**config.mk**
```make
export PLATFORM = sky130hd
export DESIGN_NAME = json_string_unescape_utf8
export DESIGN_NICKNAME = d
export VERILOG_FILES = /design/src/jsu_pkg.sv /design/src/json_string_unescape_utf8.sv /design/src/jsu_front.sv /design/src/jsu_queue.sv /design/src/jsu_back.sv
export SDC_FILE = /design/constraint.sdc
export NUM_CORES = 1
export LEC_CHECK = 0
export BUFFER_PORTS_ARGS = -buffer_cell sky130_fd_sc_hd__buf_2
export CORE_MARGIN = 1
export CORE_UTILIZATION = 30
export DETAILED_ROUTE_END_ITERATION = 6
export GPL_ROUTABILITY_DRIVEN = 1
export GPL_TIMING_DRIVEN = 1
export PLACE_DENSITY = 0.44
export RECOVER_POWER = 25
export SETUP_SLACK_MARGIN = 0.02
export SYNTH_ARGS = -nofsm -noshare
export SYNTH_HDL_FRONTEND = slang
export SYNTH_SLANG_ARGS = --single-unit
```
**constraint.sdc**
```tcl
create_clock -name clk -period 19.1 [get_ports clk]
set_clock_uncertainty 0.05 [all_clocks]
set_input_delay 0.955 -clock clk [delete_from_list [all_inputs] [get_ports clk]]
set_output_delay 0.955 -clock clk [all_outputs]
set_load 0.1 [all_outputs]
```
**src/jsu_pkg.sv**
```systemverilog
// ----------------------------------------------------------------------------
// jsu_pkg: shared types and constants for the JSON string unescaper
// Scan modes, result kinds, error codes, the decoded-result record that
// travels from the front end to the back end, and the small decode and encode functions.
// ----------------------------------------------------------------------------
package jsu_pkg;

	// Input commands
	localparam logic [1:0] CMD_BYTE  = 2'd0;
	localparam logic [1:0] CMD_END   = 2'd1;
	localparam logic [1:0] CMD_START = 2'd2;

	// Result queue depth, power of two
	localparam int QDEPTH = 4;

	// Surrogate ranges and the supplementary plane base
	localparam logic [15:0] HI_SURR_MIN = 16'hD800;
	localparam logic [15:0] HI_SURR_MAX = 16'hDBFF;
	localparam logic [15:0] LO_SURR_MIN = 16'hDC00;
	localparam logic [15:0] LO_SURR_MAX = 16'hDFFF;
	localparam logic [20:0] SUPP_BASE   = 21'h10000;

	typedef enum logic [3:0] {
		M_IDLE   = 4'd0,
		M_USUAL  = 4'd1,
		M_ESC    = 4'd2,
		M_HEX1   = 4'd3,
		M_HEX2   = 4'd4,
		M_HEX3   = 4'd5,
		M_HEX4   = 4'd6,
		M_EXP_BS = 4'd7,
		M_EXP_U  = 4'd8,
		M_LHEX1  = 4'd9,
		M_LHEX2  = 4'd10,
		M_LHEX3  = 4'd11,
		M_LHEX4  = 4'd12
	} mode_t;

	typedef enum logic [1:0] {
		KIND_BYTE = 2'd0,
		KIND_DONE = 2'd1,
		KIND_ERR  = 2'd2
	} kind_t;

	typedef enum logic [2:0] {
		ERR_CTRL   = 3'd0,
		ERR_ESC    = 3'd1,
		ERR_HEX    = 3'd2,
		ERR_SINGLE = 3'd3,
		ERR_PAIR   = 3'd4,
		ERR_LONG   = 3'd5,
		ERR_UNTERM = 3'd6
	} err_t;

	// UTF-8 sequence: bytes[0] goes out first, last_idx is length minus one
	typedef struct packed {
		logic [1:0]      last_idx;
		logic [3:0][7:0] bytes;
	} utf8_t;

	// One queue entry: all results caused by one input transfer
	typedef struct packed {
		kind_t           kind;
		logic [1:0]      last_idx;
		logic [3:0][7:0] bytes;
		err_t            err;
		logic [23:0]     len;
	} job_t;

	// {valid, nibble}
	function automatic logic [4:0] hex_decode(input logic [7:0] ch);
		logic [4:0] r;
		r = 5'd0;
		if (ch >= 8'h30 && ch <= 8'h39) begin
			r = {1'b1, ch[3:0]};
		end else if ((ch >= 8'h41 && ch <= 8'h46) || (ch >= 8'h61 && ch <= 8'h66)) begin
			r = {1'b1, ch[3:0] + 4'd9};
		end
		return r;
	endfunction

	// {valid, byte} for the one-character escapes other than \u
	function automatic logic [8:0] esc_decode(input logic [7:0] ch);
		logic [8:0] r;
		r = 9'd0;
		unique case (ch)
			8'h22, 8'h5C, 8'h2F: r = {1'b1, ch};
			8'h6E: r = {1'b1, 8'h0A};
			8'h72: r = {1'b1, 8'h0D};
			8'h74: r = {1'b1, 8'h09};
			8'h62: r = {1'b1, 8'h08};
			8'h66: r = {1'b1, 8'h0C};
			default: r = 9'd0;
		endcase
		return r;
	endfunction

	function automatic utf8_t utf8_encode(input logic [20:0] cp);
		utf8_t r;
		r = '0;
		if (cp < 21'h80) begin
			r.last_idx = 2'd0;
			r.bytes[0] = cp[7:0];
		end else if (cp < 21'h800) begin
			r.last_idx = 2'd1;
			r.bytes[0] = {3'b110, cp[10:6]};
			r.bytes[1] = {2'b10, cp[5:0]};
		end else if (cp < 21'h10000) begin
			r.last_idx = 2'd2;
			r.bytes[0] = {4'b1110, cp[15:12]};
			r.bytes[1] = {2'b10, cp[11:6]};
			r.bytes[2] = {2'b10, cp[5:0]};
		end else begin
			r.last_idx = 2'd3;
			r.bytes[0] = {5'b11110, cp[20:18]};
			r.bytes[1] = {2'b10, cp[17:12]};
			r.bytes[2] = {2'b10, cp[11:6]};
			r.bytes[3] = {2'b10, cp[5:0]};
		end
		return r;
	endfunction

endpackage

```
**src/json_string_unescape_utf8.sv**
```systemverilog
// ----------------------------------------------------------------------------
// json_string_unescape_utf8: streaming JSON string body decoder
//
//   channel   signals                                   direction
//   input     in_valid/in_stall, cmd, data_byte         in  (stall out)
//   result    out_valid/out_stall, kind, out_byte,      out (stall in)
//             error_code, decoded_length, last
//   config    cfg_we, cfg_wdata (max_length)            in, no wait
//
// One input transfer per cycle while the result queue is not full. The
// front end scans each byte and queues at most one entry; the back end sends
// that entry's one to four results at one per cycle, while the receiver does
// not stall, from an output register. A \uXXXX escape spends six input bytes
// on at most three results, a pair twelve on four; plain bytes right behind
// a pair meet a stall while its four results hold the head entry. Each
// result is registered in the queue and then in the output register. Reset
// clears the scanner, counters, queue and output register; max_length resets
// to all ones. in_stall rises only while the four-entry queue is full.
// ----------------------------------------------------------------------------
module json_string_unescape_utf8 #(
	parameter int COUNT_WIDTH = 24
) (
	input  logic        clk,
	input  logic        arst_n,
	// input channel
	input  logic        in_valid,
	output logic        in_stall,
	input  logic [1:0]  cmd,
	input  logic [7:0]  data_byte,
	// result channel
	output logic        out_valid,
	input  logic        out_stall,
	output logic [1:0]  kind,
	output logic [7:0]  out_byte,
	output logic [2:0]  error_code,
	output logic [23:0] decoded_length,
	output logic        last,
	// configuration
	input  logic        cfg_we,
	input  logic [23:0] cfg_wdata
);

	logic          in_fire;
	logic          q_push, q_pop, q_full, q_empty;
	jsu_pkg::job_t q_wdata, q_head;
	logic [23:0]   max_length_q;

	// max_length register; the user must write it only while idle, the block does not enforce this
	always_ff @(posedge clk or negedge arst_n) begin
		if (!arst_n) begin
			max_length_q <= 24'hFFFFFF;
		end else if (cfg_we) begin
			max_length_q <= cfg_wdata;
		end
	end

	// Input is held off only by a full queue
	assign in_stall = q_full;
	assign in_fire  = in_valid && !q_full;

	jsu_front #(
		.COUNT_WIDTH (COUNT_WIDTH)
	) u_front (
		.clk        (clk),
		.arst_n     (arst_n),
		.fire       (in_fire),
		.cmd        (cmd),
		.data_byte  (data_byte),
		.max_length (max_length_q),
		.push       (q_push),
		.job        (q_wdata)
	);

	// Decouples scanning from result delivery
	jsu_queue u_queue (
		.clk    (clk),
		.arst_n (arst_n),
		.push   (q_push),
		.wdata  (q_wdata),
		.full   (q_full),
		.pop    (q_pop),
		.head   (q_head),
		.empty  (q_empty)
	);

	// Splits each entry into result transfers, last flag on the final one
	jsu_back u_back (
		.clk            (clk),
		.arst_n         (arst_n),
		.head           (q_head),
		.empty          (q_empty),
		.pop            (q_pop),
		.out_valid      (out_valid),
		.out_stall      (out_stall),
		.kind           (kind),
		.out_byte       (out_byte),
		.error_code     (error_code),
		.decoded_length (decoded_length),
		.last           (last)
	);

	// ---- assertions ----
	a_no_push_full: assert property (@(posedge clk) disable iff (!arst_n)
		!(q_push && q_full)) else $error("queue push while full");

	a_no_pop_empty: assert property (@(posedge clk) disable iff (!arst_n)
		!(q_pop && q_empty)) else $error("queue pop while empty");

	a_start_silent: assert property (@(posedge clk) disable iff (!arst_n)
		(in_fire && cmd == jsu_pkg::CMD_START) |-> !q_push)
		else $error("start command produced a result");

	a_end_last: assert property (@(posedge clk) disable iff (!arst_n)
		(out_valid && kind != jsu_pkg::KIND_BYTE) |-> last)
		else $error("done or error result without last");

endmodule

```
**src/jsu_front.sv**
```systemverilog
// ----------------------------------------------------------------------------
// jsu_front: scanner front end
// Runs the escape scanner on each accepted input and builds one queue entry
// per input that causes results.
// ----------------------------------------------------------------------------
module jsu_front #(
	parameter int COUNT_WIDTH = 24
) (
	input  logic           clk,
	input  logic           arst_n,
	input  logic           fire,
	input  logic [1:0]     cmd,
	input  logic [7:0]     data_byte,
	input  logic [23:0]    max_length,
	output logic           push,
	output jsu_pkg::job_t  job
);

	localparam int LW = ((COUNT_WIDTH > 24) ? COUNT_WIDTH : 24) + 2;

	jsu_pkg::mode_t           mode_q, mode_d;
	logic [15:0]              cu_q, cu_d;
	logic [15:0]              hs_q, hs_d;
	logic [COUNT_WIDTH-1:0]   est_q, est_d;
	logic [COUNT_WIDTH-1:0]   ocnt_q, ocnt_d;

	logic [4:0]               hex_r;
	logic [8:0]               esc_r;
	logic [15:0]              cu_new;
	logic                     last_hex;
	logic [LW-1:0]            lim_w, mask_w, next_w;
	logic                     grow_ok;
	logic                     is_hi, is_lo;
	logic [20:0]              cp;
	jsu_pkg::utf8_t           enc;

	assign hex_r    = jsu_pkg::hex_decode(data_byte);
	assign esc_r    = jsu_pkg::esc_decode(data_byte);
	assign cu_new   = {cu_q[11:0], hex_r[3:0]};
	assign last_hex = (mode_q == jsu_pkg::M_HEX4) || (mode_q == jsu_pkg::M_LHEX4);

	// Length estimate: +3 per \u unit, +1 otherwise; limit capped by counter width
	assign mask_w  = (LW'(1) << COUNT_WIDTH) - LW'(1);
	assign lim_w   = (LW'(max_length) > mask_w) ? mask_w : LW'(max_length);
	assign next_w  = LW'(est_q) + (last_hex ? LW'(3) : LW'(1));
	assign grow_ok = (next_w <= lim_w);

	assign is_hi = (cu_new >= jsu_pkg::HI_SURR_MIN) && (cu_new <= jsu_pkg::HI_SURR_MAX);
	assign is_lo = (cu_new >= jsu_pkg::LO_SURR_MIN) && (cu_new <= jsu_pkg::LO_SURR_MAX);

	assign cp  = (mode_q == jsu_pkg::M_LHEX4) ?
		(21'({hs_q[9:0], cu_new[9:0]}) + jsu_pkg::SUPP_BASE) : 21'(cu_new);
	assign enc = jsu_pkg::utf8_encode(cp);

	// Next scan mode
	always_comb begin
		mode_d = mode_q;
		if (fire) begin
			priority if (cmd == jsu_pkg::CMD_START) begin
				mode_d = jsu_pkg::M_USUAL;
			end else if (cmd == jsu_pkg::CMD_END) begin
				mode_d = jsu_pkg::M_IDLE;
			end else if (cmd == jsu_pkg::CMD_BYTE) begin
				unique case (mode_q)
					jsu_pkg::M_IDLE: mode_d = jsu_pkg::M_IDLE;
					jsu_pkg::M_USUAL: begin
						priority if (data_byte == 8'h22) mode_d = jsu_pkg::M_IDLE;
						else if (data_byte == 8'h5C) mode_d = jsu_pkg::M_ESC;
						else if (data_byte < 8'h20) mode_d = jsu_pkg::M_IDLE;
						else if (!grow_ok) mode_d = jsu_pkg::M_IDLE;
						else mode_d = jsu_pkg::M_USUAL;
					end
					jsu_pkg::M_ESC: begin
						priority if (data_byte == 8'h75) mode_d = jsu_pkg::M_HEX1;
						else if (esc_r[8] && grow_ok) mode_d = jsu_pkg::M_USUAL;
						else mode_d = jsu_pkg::M_IDLE;
					end
					jsu_pkg::M_EXP_BS:
						mode_d = (data_byte == 8'h5C) ? jsu_pkg::M_EXP_U : jsu_pkg::M_IDLE;
					jsu_pkg::M_EXP_U:
						mode_d = (data_byte == 8'h75) ? jsu_pkg::M_LHEX1 : jsu_pkg::M_IDLE;
					jsu_pkg::M_HEX1: mode_d = hex_r[4] ? jsu_pkg::M_HEX2 : jsu_pkg::M_IDLE;
					jsu_pkg::M_HEX2: mode_d = hex_r[4] ? jsu_pkg::M_HEX3 : jsu_pkg::M_IDLE;
					jsu_pkg::M_HEX3: mode_d = hex_r[4] ? jsu_pkg::M_HEX4 : jsu_pkg::M_IDLE;
					jsu_pkg::M_LHEX1: mode_d = hex_r[4] ? jsu_pkg::M_LHEX2 : jsu_pkg::M_IDLE;
					jsu_pkg::M_LHEX2: mode_d = hex_r[4] ? jsu_pkg::M_LHEX3 : jsu_pkg::M_IDLE;
					jsu_pkg::M_LHEX3: mode_d = hex_r[4] ? jsu_pkg::M_LHEX4 : jsu_pkg::M_IDLE;
					jsu_pkg::M_HEX4: begin
						priority if (!hex_r[4] || !grow_ok) mode_d = jsu_pkg::M_IDLE;
						else if (is_hi) mode_d = jsu_pkg::M_EXP_BS;
						else if (is_lo) mode_d = jsu_pkg::M_IDLE;
						else mode_d = jsu_pkg::M_USUAL;
					end
					jsu_pkg::M_LHEX4: begin
						mode_d = (hex_r[4] && grow_ok && is_lo) ?
							jsu_pkg::M_USUAL : jsu_pkg::M_IDLE;
					end
					default: mode_d = jsu_pkg::M_IDLE;
				endcase
			end else begin
				mode_d = mode_q;
			end
		end
	end

	// Queue entry and datapath updates
	always_comb begin
		push   = 1'b0;
		job    = '0;
		cu_d   = cu_q;
		hs_d   = hs_q;
		est_d  = est_q;
		ocnt_d = ocnt_q;
		if (fire) begin
			priority if (cmd == jsu_pkg::CMD_START) begin
				est_d  = '0;
				ocnt_d = '0;
			end else if (cmd == jsu_pkg::CMD_END) begin
				if (mode_q != jsu_pkg::M_IDLE) begin
					push     = 1'b1;
					job.kind = jsu_pkg::KIND_ERR;
					job.err  = jsu_pkg::ERR_UNTERM;
				end
			end else if (cmd == jsu_pkg::CMD_BYTE) begin
				unique case (mode_q)
					jsu_pkg::M_IDLE: push = 1'b0;
					jsu_pkg::M_USUAL: begin
						priority if (data_byte == 8'h22) begin
							push     = 1'b1;
							job.kind = jsu_pkg::KIND_DONE;
							job.len  = 24'(ocnt_q);
						end else if (data_byte == 8'h5C) begin
							push = 1'b0;
						end else if (data_byte < 8'h20) begin
							push     = 1'b1;
							job.kind = jsu_pkg::KIND_ERR;
							job.err  = jsu_pkg::ERR_CTRL;
						end else if (!grow_ok) begin
							push     = 1'b1;
							job.kind = jsu_pkg::KIND_ERR;
							job.err  = jsu_pkg::ERR_LONG;
						end else begin
							push         = 1'b1;
							job.kind     = jsu_pkg::KIND_BYTE;
							job.bytes[0] = data_byte;
							est_d        = next_w[COUNT_WIDTH-1:0];
							ocnt_d       = ocnt_q + COUNT_WIDTH'(1);
						end
					end
					jsu_pkg::M_ESC: begin
						priority if (data_byte == 8'h75) begin
							push = 1'b0;
						end else if (!esc_r[8]) begin
							push     = 1'b1;
							job.kind = jsu_pkg::KIND_ERR;
							job.err  = jsu_pkg::ERR_ESC;
						end else if (!grow_ok) begin
							push     = 1'b1;
							job.kind = jsu_pkg::KIND_ERR;
							job.err  = jsu_pkg::ERR_LONG;
						end else begin
							push         = 1'b1;
							job.kind     = jsu_pkg::KIND_BYTE;
							job.bytes[0] = esc_r[7:0];
							est_d        = next_w[COUNT_WIDTH-1:0];
							ocnt_d       = ocnt_q + COUNT_WIDTH'(1);
						end
					end
					jsu_pkg::M_EXP_BS, jsu_pkg::M_EXP_U: begin
						if ((mode_q == jsu_pkg::M_EXP_BS && data_byte != 8'h5C) ||
						    (mode_q == jsu_pkg::M_EXP_U && data_byte != 8'h75)) begin
							push     = 1'b1;
							job.kind = jsu_pkg::KIND_ERR;
							job.err  = jsu_pkg::ERR_SINGLE;
						end
					end
					jsu_pkg::M_HEX1, jsu_pkg::M_HEX2, jsu_pkg::M_HEX3, jsu_pkg::M_HEX4,
					jsu_pkg::M_LHEX1, jsu_pkg::M_LHEX2, jsu_pkg::M_LHEX3,
					jsu_pkg::M_LHEX4: begin
						priority if (!hex_r[4]) begin
							push     = 1'b1;
							job.kind = jsu_pkg::KIND_ERR;
							job.err  = jsu_pkg::ERR_HEX;
						end else if (!last_hex) begin
							cu_d = cu_new;
						end else if (!grow_ok) begin
							push     = 1'b1;
							job.kind = jsu_pkg::KIND_ERR;
							job.err  = jsu_pkg::ERR_LONG;
						end else begin
							cu_d  = cu_new;
							est_d = next_w[COUNT_WIDTH-1:0];
							priority if (mode_q == jsu_pkg::M_LHEX4 && !is_lo) begin
								push     = 1'b1;
								job.kind = jsu_pkg::KIND_ERR;
								job.err  = jsu_pkg::ERR_PAIR;
							end else if (mode_q == jsu_pkg::M_HEX4 && is_hi) begin
								hs_d = cu_new;
							end else if (mode_q == jsu_pkg::M_HEX4 && is_lo) begin
								push     = 1'b1;
								job.kind = jsu_pkg::KIND_ERR;
								job.err  = jsu_pkg::ERR_SINGLE;
							end else begin
								push         = 1'b1;
								job.kind     = jsu_pkg::KIND_BYTE;
								job.last_idx = enc.last_idx;
								job.bytes    = enc.bytes;
								ocnt_d       = ocnt_q + COUNT_WIDTH'(enc.last_idx)
								             + COUNT_WIDTH'(1);
							end
						end
					end
					default: push = 1'b0;
				endcase
			end else begin
				push = 1'b0;
			end
		end
	end

	always_ff @(posedge clk or negedge arst_n) begin
		if (!arst_n) begin
			mode_q <= jsu_pkg::M_IDLE;
			est_q  <= '0;
			ocnt_q <= '0;
		end else begin
			mode_q <= mode_d;
			est_q  <= est_d;
			ocnt_q <= ocnt_d;
		end
	end

	// code unit and surrogate are always written before they are read
	always_ff @(posedge clk) begin
		cu_q <= cu_d;
		hs_q <= hs_d;
	end

endmodule

```
**src/jsu_queue.sv**
```systemverilog
// ----------------------------------------------------------------------------
// jsu_queue: result queue between front and back
// Small show-ahead FIFO of queue entries.
// ----------------------------------------------------------------------------
module jsu_queue (
	input  logic          clk,
	input  logic          arst_n,
	input  logic          push,
	input  jsu_pkg::job_t wdata,
	output logic          full,
	input  logic          pop,
	output jsu_pkg::job_t head,
	output logic          empty
);

	localparam int AW = $clog2(jsu_pkg::QDEPTH);

	jsu_pkg::job_t  entry_q [jsu_pkg::QDEPTH];
	logic [AW-1:0]  wr_q, rd_q;
	logic [AW:0]    cnt_q;

	assign full  = (cnt_q == (AW+1)'(jsu_pkg::QDEPTH));
	assign empty = (cnt_q == '0);
	assign head  = entry_q[rd_q];

	always_ff @(posedge clk) begin
		if (push) begin
			entry_q[wr_q] <= wdata;
		end
	end

	always_ff @(posedge clk or negedge arst_n) begin
		if (!arst_n) begin
			wr_q  <= '0;
			rd_q  <= '0;
			cnt_q <= '0;
		end else begin
			if (push) wr_q <= wr_q + AW'(1);
			if (pop) rd_q <= rd_q + AW'(1);
			unique case ({push, pop})
				2'b10:   cnt_q <= cnt_q + (AW+1)'(1);
				2'b01:   cnt_q <= cnt_q - (AW+1)'(1);
				default: cnt_q <= cnt_q;
			endcase
		end
	end

endmodule

```
**src/jsu_back.sv**
```systemverilog
// ----------------------------------------------------------------------------
// jsu_back: result sequencer
// Walks the head entry into the output register one result per cycle while out_stall is low.
// ----------------------------------------------------------------------------
module jsu_back (
	input  logic          clk,
	input  logic          arst_n,
	input  jsu_pkg::job_t head,
	input  logic          empty,
	output logic          pop,
	output logic          out_valid,
	input  logic          out_stall,
	output logic [1:0]    kind,
	output logic [7:0]    out_byte,
	output logic [2:0]    error_code,
	output logic [23:0]   decoded_length,
	output logic          last
);

	logic [1:0]  idx_q;
	logic        ov_q;
	logic [1:0]  kind_q;
	logic [7:0]  byte_q;
	logic [2:0]  err_q;
	logic [23:0] len_q;
	logic        last_q;
	logic        load;
	logic        item_last;

	assign load      = !ov_q || !out_stall;
	assign item_last = (head.kind != jsu_pkg::KIND_BYTE) || (idx_q == head.last_idx);
	assign pop       = load && !empty && item_last;

	always_ff @(posedge clk or negedge arst_n) begin
		if (!arst_n) begin
			ov_q  <= 1'b0;
			idx_q <= '0;
		end else if (load) begin
			ov_q <= !empty;
			if (!empty) begin
				idx_q <= item_last ? 2'd0 : idx_q + 2'd1;
			end
		end
	end

	always_ff @(posedge clk) begin
		if (load && !empty) begin
			kind_q <= head.kind;
			byte_q <= head.bytes[idx_q];
			err_q  <= head.err;
			len_q  <= head.len;
			last_q <= item_last;
		end
	end

	assign out_valid      = ov_q;
	assign kind           = kind_q;
	assign out_byte       = byte_q;
	assign error_code     = err_q;
	assign decoded_length = len_q;
	assign last           = last_q;

endmodule

```
==> impl_metrics.yaml <==
status:
  failed_checks: "max-capacitance violations, max-slew violations"
  status: "complete, but fails checks"
route:
  viasPerCell: 4.97
  wl_per_cell_um: 19.9
  dr.pass1.iters: 5
  ant_nets: 0
  dr.first_iter.drc_count: 699
  route.detailed.drc: 0
  wirelength_um: 43600
  num_vias: 10855
global_route:
  grt_pass1_wl_um: 67700
  grt_max_degree: 60
  grt_pass1_vias: 11087
  gr-total-overflow: 0
  use_met3_pct: 2.95
  grt.busiest_layer: "met2"
  use_met2_pct: 22.6
  antenna_found_initial: 2
  use_met1_pct: 21.1
  grt_usage_pct: 14.7
sta:
  worstMarginPinSlew_ns: 3.92
  rsz0062_at_grt: "no"
  maxSlewViolCount: 237
  period_needed_ns: 7.97
  timing.final.crit_share_pct: 41.7
  finalSetupTns_ns: 0
  max_slew_margin_pct: -161
  hold_viol_final: 0
  maxClockFrequency_ghz: 0.125
  finalSetupViolCount: 0
worst_setup_path:
  criticalPathCategory: "reg -> reg"
  rr_startpoint: "u_front.mode_q[2]"
  start_kind: "flop"
  worstPathRequired_ns: 19.25
  cpLargestDelayFamily: "simple AND/OR/NAND/NOR gates"
  cp_max_fo: 31
  crit_slowest_cell: "and2_2"
  r2r-end: "u_queue.entry_q[3][48]"
  path_depth: 20
  worstPathCellList: "and4bb_1 > a21oi_1 > clkinv_1 > ha_1 > a21o_1 > nor3b_1 > and4_1 > and2_1 > nand4_1 > xnor2_1 > ha_1 > nand4_1 > nor4_1 > o31ai_1 > a21boi_0 > a21oi_2 > o41ai_1 > a31oi_2 > and2_2 > buf_4"
  crit_arrival_ns: 8.12
  ff2ff_path_depth: 20
  endpoint_kind: "flop"
  path_buf_inv: 2
  r2r_slack_ns: 11.13
  slowest_delay_ns: 0.78
logic_synthesis:
  avgSynthCellArea_um2: 13.6
  yosysUniqueCellTypes: 85
  netlist_area_mm2: 0.0177
  synth_seq_cells: 382
  synth_top_family_by_area: "simple AND/OR/NAND/NOR gates"
  synth_mux_area_share_pct: 8.74
  synthCells: 1307
  synth_top_area_share_pct: 50.2
  synth_enable_flop_cells: 296
  async_flop_share_pct: 22.5
  mappedNetlistNets: 1392
  yosys_warnings: 0
  post_synth_fa_ha_maj_area_fraction_pct: 3.44
  synthSimpleGateAreaFrac_pct: 11.0
  synth_compound_area_share_pct: 9.52
  ys.flop_type: "edfxtp_1"
  seq_area_frac_synth_pct: 62.5
  synthXorXnorAreaFrac_pct: 1.86
  synthTopCellsByArea: "edfxtp_1 (50%), dfrtp_1 (8.8%), mux4_2 (8.1%)"
  synth_top_area_cell: "edfxtp_1"
power_and_ir_drop:
  leakage_nw: 7.04
  ir_drop_v: 0.000105
  p_per_area_mw_per_mm2: 126
clocking:
  cts_root_buf: "clkbuf_16"
  cts.sinks: 382
  clockBufferDepth: 3
  cts_resized: 0
  numCtsBuffers: 45
  ctsHoldBuffers: 0
  tritoncts: "done"
  worstSkewPairLatency_ns: 0.58
  cts-htree-levels: 2
  post_cts_buffers: 0
  clk_pin_slew_ns: 0.07
placement:
  dp_hpwl_um: 28400
  io_buffer_count: 78
  gp_congestion: 0.795
  place_area_mm2: 0.0189
finish:
  fillers: 5639
  num-nets-final: 1469
  syn_to_final_growth_pct: 14.0
  seqCellArea_mm2: 0.0111
  drive_above_1_share_pct: 16.8
  fin_area_mm2: 0.0202
  multi_input_area_mm2: 0.00614
floorplan:
  ios: 79
  fp.coreArea_mm2: 0.0580
  start_util_pct: 30.5
  die-area_mm2: 0.0600
  die_x_um: 245
  rows: 88
  die_y_um: 245
min_path:
  hp-start: "max_length_q[4]"
  min_path_type: "reg -> reg"
  min_path_cells: 2
  min_to: "max_length_q[4]"
flow_run:
  cap_violations: 5
[power by group]
part           switching (mW)  internal [mW]
combinational           0.499          0.214
clock                   0.336          0.449
sequential             0.0555          0.993
total                   0.890           1.66
[worst max path at each step]
stage / start / end / slack [ns]
after CTS: u_front.mode_q[2] / u_queue.entry_q[3][28] / 11.06
after detailed placement: u_front.mode_q[2] / u_queue.entry_q[3][28] / 11.14
after global routing: u_front.mode_q[2] / u_queue.entry_q[3][36] / 10.43
after global placement: u_front.mode_q[2] / u_queue.entry_q[3][44] / 11.17
after floorplan: u_front.mode_q[2] / u_queue.entry_q[0][0] / 12.42
final: u_front.mode_q[2] / u_queue.entry_q[3][48] / 11.13
[area by class of cell]
class                           count  share of cell area, %
Clock buffer                       64                   6.09
Antenna cell                        1                 0.0124
Sequential cell                   382                   54.9
Inverter                           58                   1.08
Tap cell                          765                   4.74
Timing Repair Buffer               93                   2.23
Multi-Input combinational cell    804                   30.4
Clock inverter                     19                  0.558
[cells in the final DEF, fill, tap and decap left out, types with 5 or more instances in the layout]
cell type  netlist  final
nor2_1          73     73
buf_4            7     12
inv_1           56     56
o22ai_1          7      7
and3_1          10     10
clkbuf_16        0     46
nand3_1         25     25
nor2b_1         10     10
ha_1            43     43
and2_1          29     25
nand2_1        105    105
mux4_2          64     64
o21ai_0         79     79
buf_2           13     45
nand4_1         22     22
a21oi_1         75     74
o21ai_1         14     14
o221ai_1         5      5
xnor2_1         19     19
nand2b_1        10     10
clkinv_1         2     12
o31ai_1         22     22
o41ai_1          6      6
or4_1            6      6
dfstp_2         24     24
or3_1           17     17
a211oi_1        10     10
and4_1           7      7
dfrtp_1         62     60
nor3_1          27     26
clkinv_2         0      6
mux2i_1          5      5
a22oi_1          9      9
clkbuf_1        31     53
a21o_1           7      7
nor4_1           9      9
or2_2            6      6
xor2_1          15     15
edfxtp_1       296    296
[routing by layer]
metal  vias up  share of wire, %
met3        61               4.9
li1       5147                 -
met1      5427                48
met2       218                45
met5         -             0.030
met4         2               2.0
[worst min-delay path: cells and delay by family, from the launching register on]
family / cells / cell delay [ns]
AOI/OAI and AO/OA: 1 / 0.08
buffers and inverters: 1 / 0.07
DFF: 1 / 0.35
[registers in the layout (all words and copies together), names as in the netlist, 4 cells and up]
register and count:
u_front.ocnt_q 24, u_front.est_q 24, u_front.cu_q 12, u_front.hs_q 10, u_queue.entry_q 236, max_length_q 24, u_back.out_byte 8, u_front.mode_q 4
u_back.decoded_length 24
[cell usage after synthesis, drive strengths merged (11+ instances only)]
cell type  number
clkbuf         33
dfstp          24
xnor2          20
a21oi          76
dfrtp          62
ha             43
mux4           64
nand2         106
nand2b         11
and2           30
nor3           27
nand3          26
o31ai          22
nand4          22
buf            30
a211oi         11
inv            56
nor2           74
or3            17
o21ai          93
edfxtp        296
xor2           16
[logic make-up (layout without fill, tap and decap cells)]
kind of cell / Yosys count / after routing
xor+xnor: 36 / 36
simple gates: 378 / 378
buf+inv: 121 / 234
compound gates: 269 / 269
other cells: 0 / 1
flops: 382 / 382
fa+ha+maj: 47 / 47
mux: 74 / 74
[stage by stage]
stage               setup WS (ns)  std cells  power (mW)  utilization, %  hold WS, ns
finish                      11.13       2186        2.55            34.8        0.465
CTS                         11.06       2185        2.58            34.9        0.336
global placement            11.17       2102        1.78            32.6        0.451
detailed placement          11.14       2102        1.79            32.6        0.461
floorplan                   12.42       1307        1.63               -        0.406
global route                10.43       2186        2.66            34.8        0.470
No activity file was read; power rests on OpenSTA's default activity.
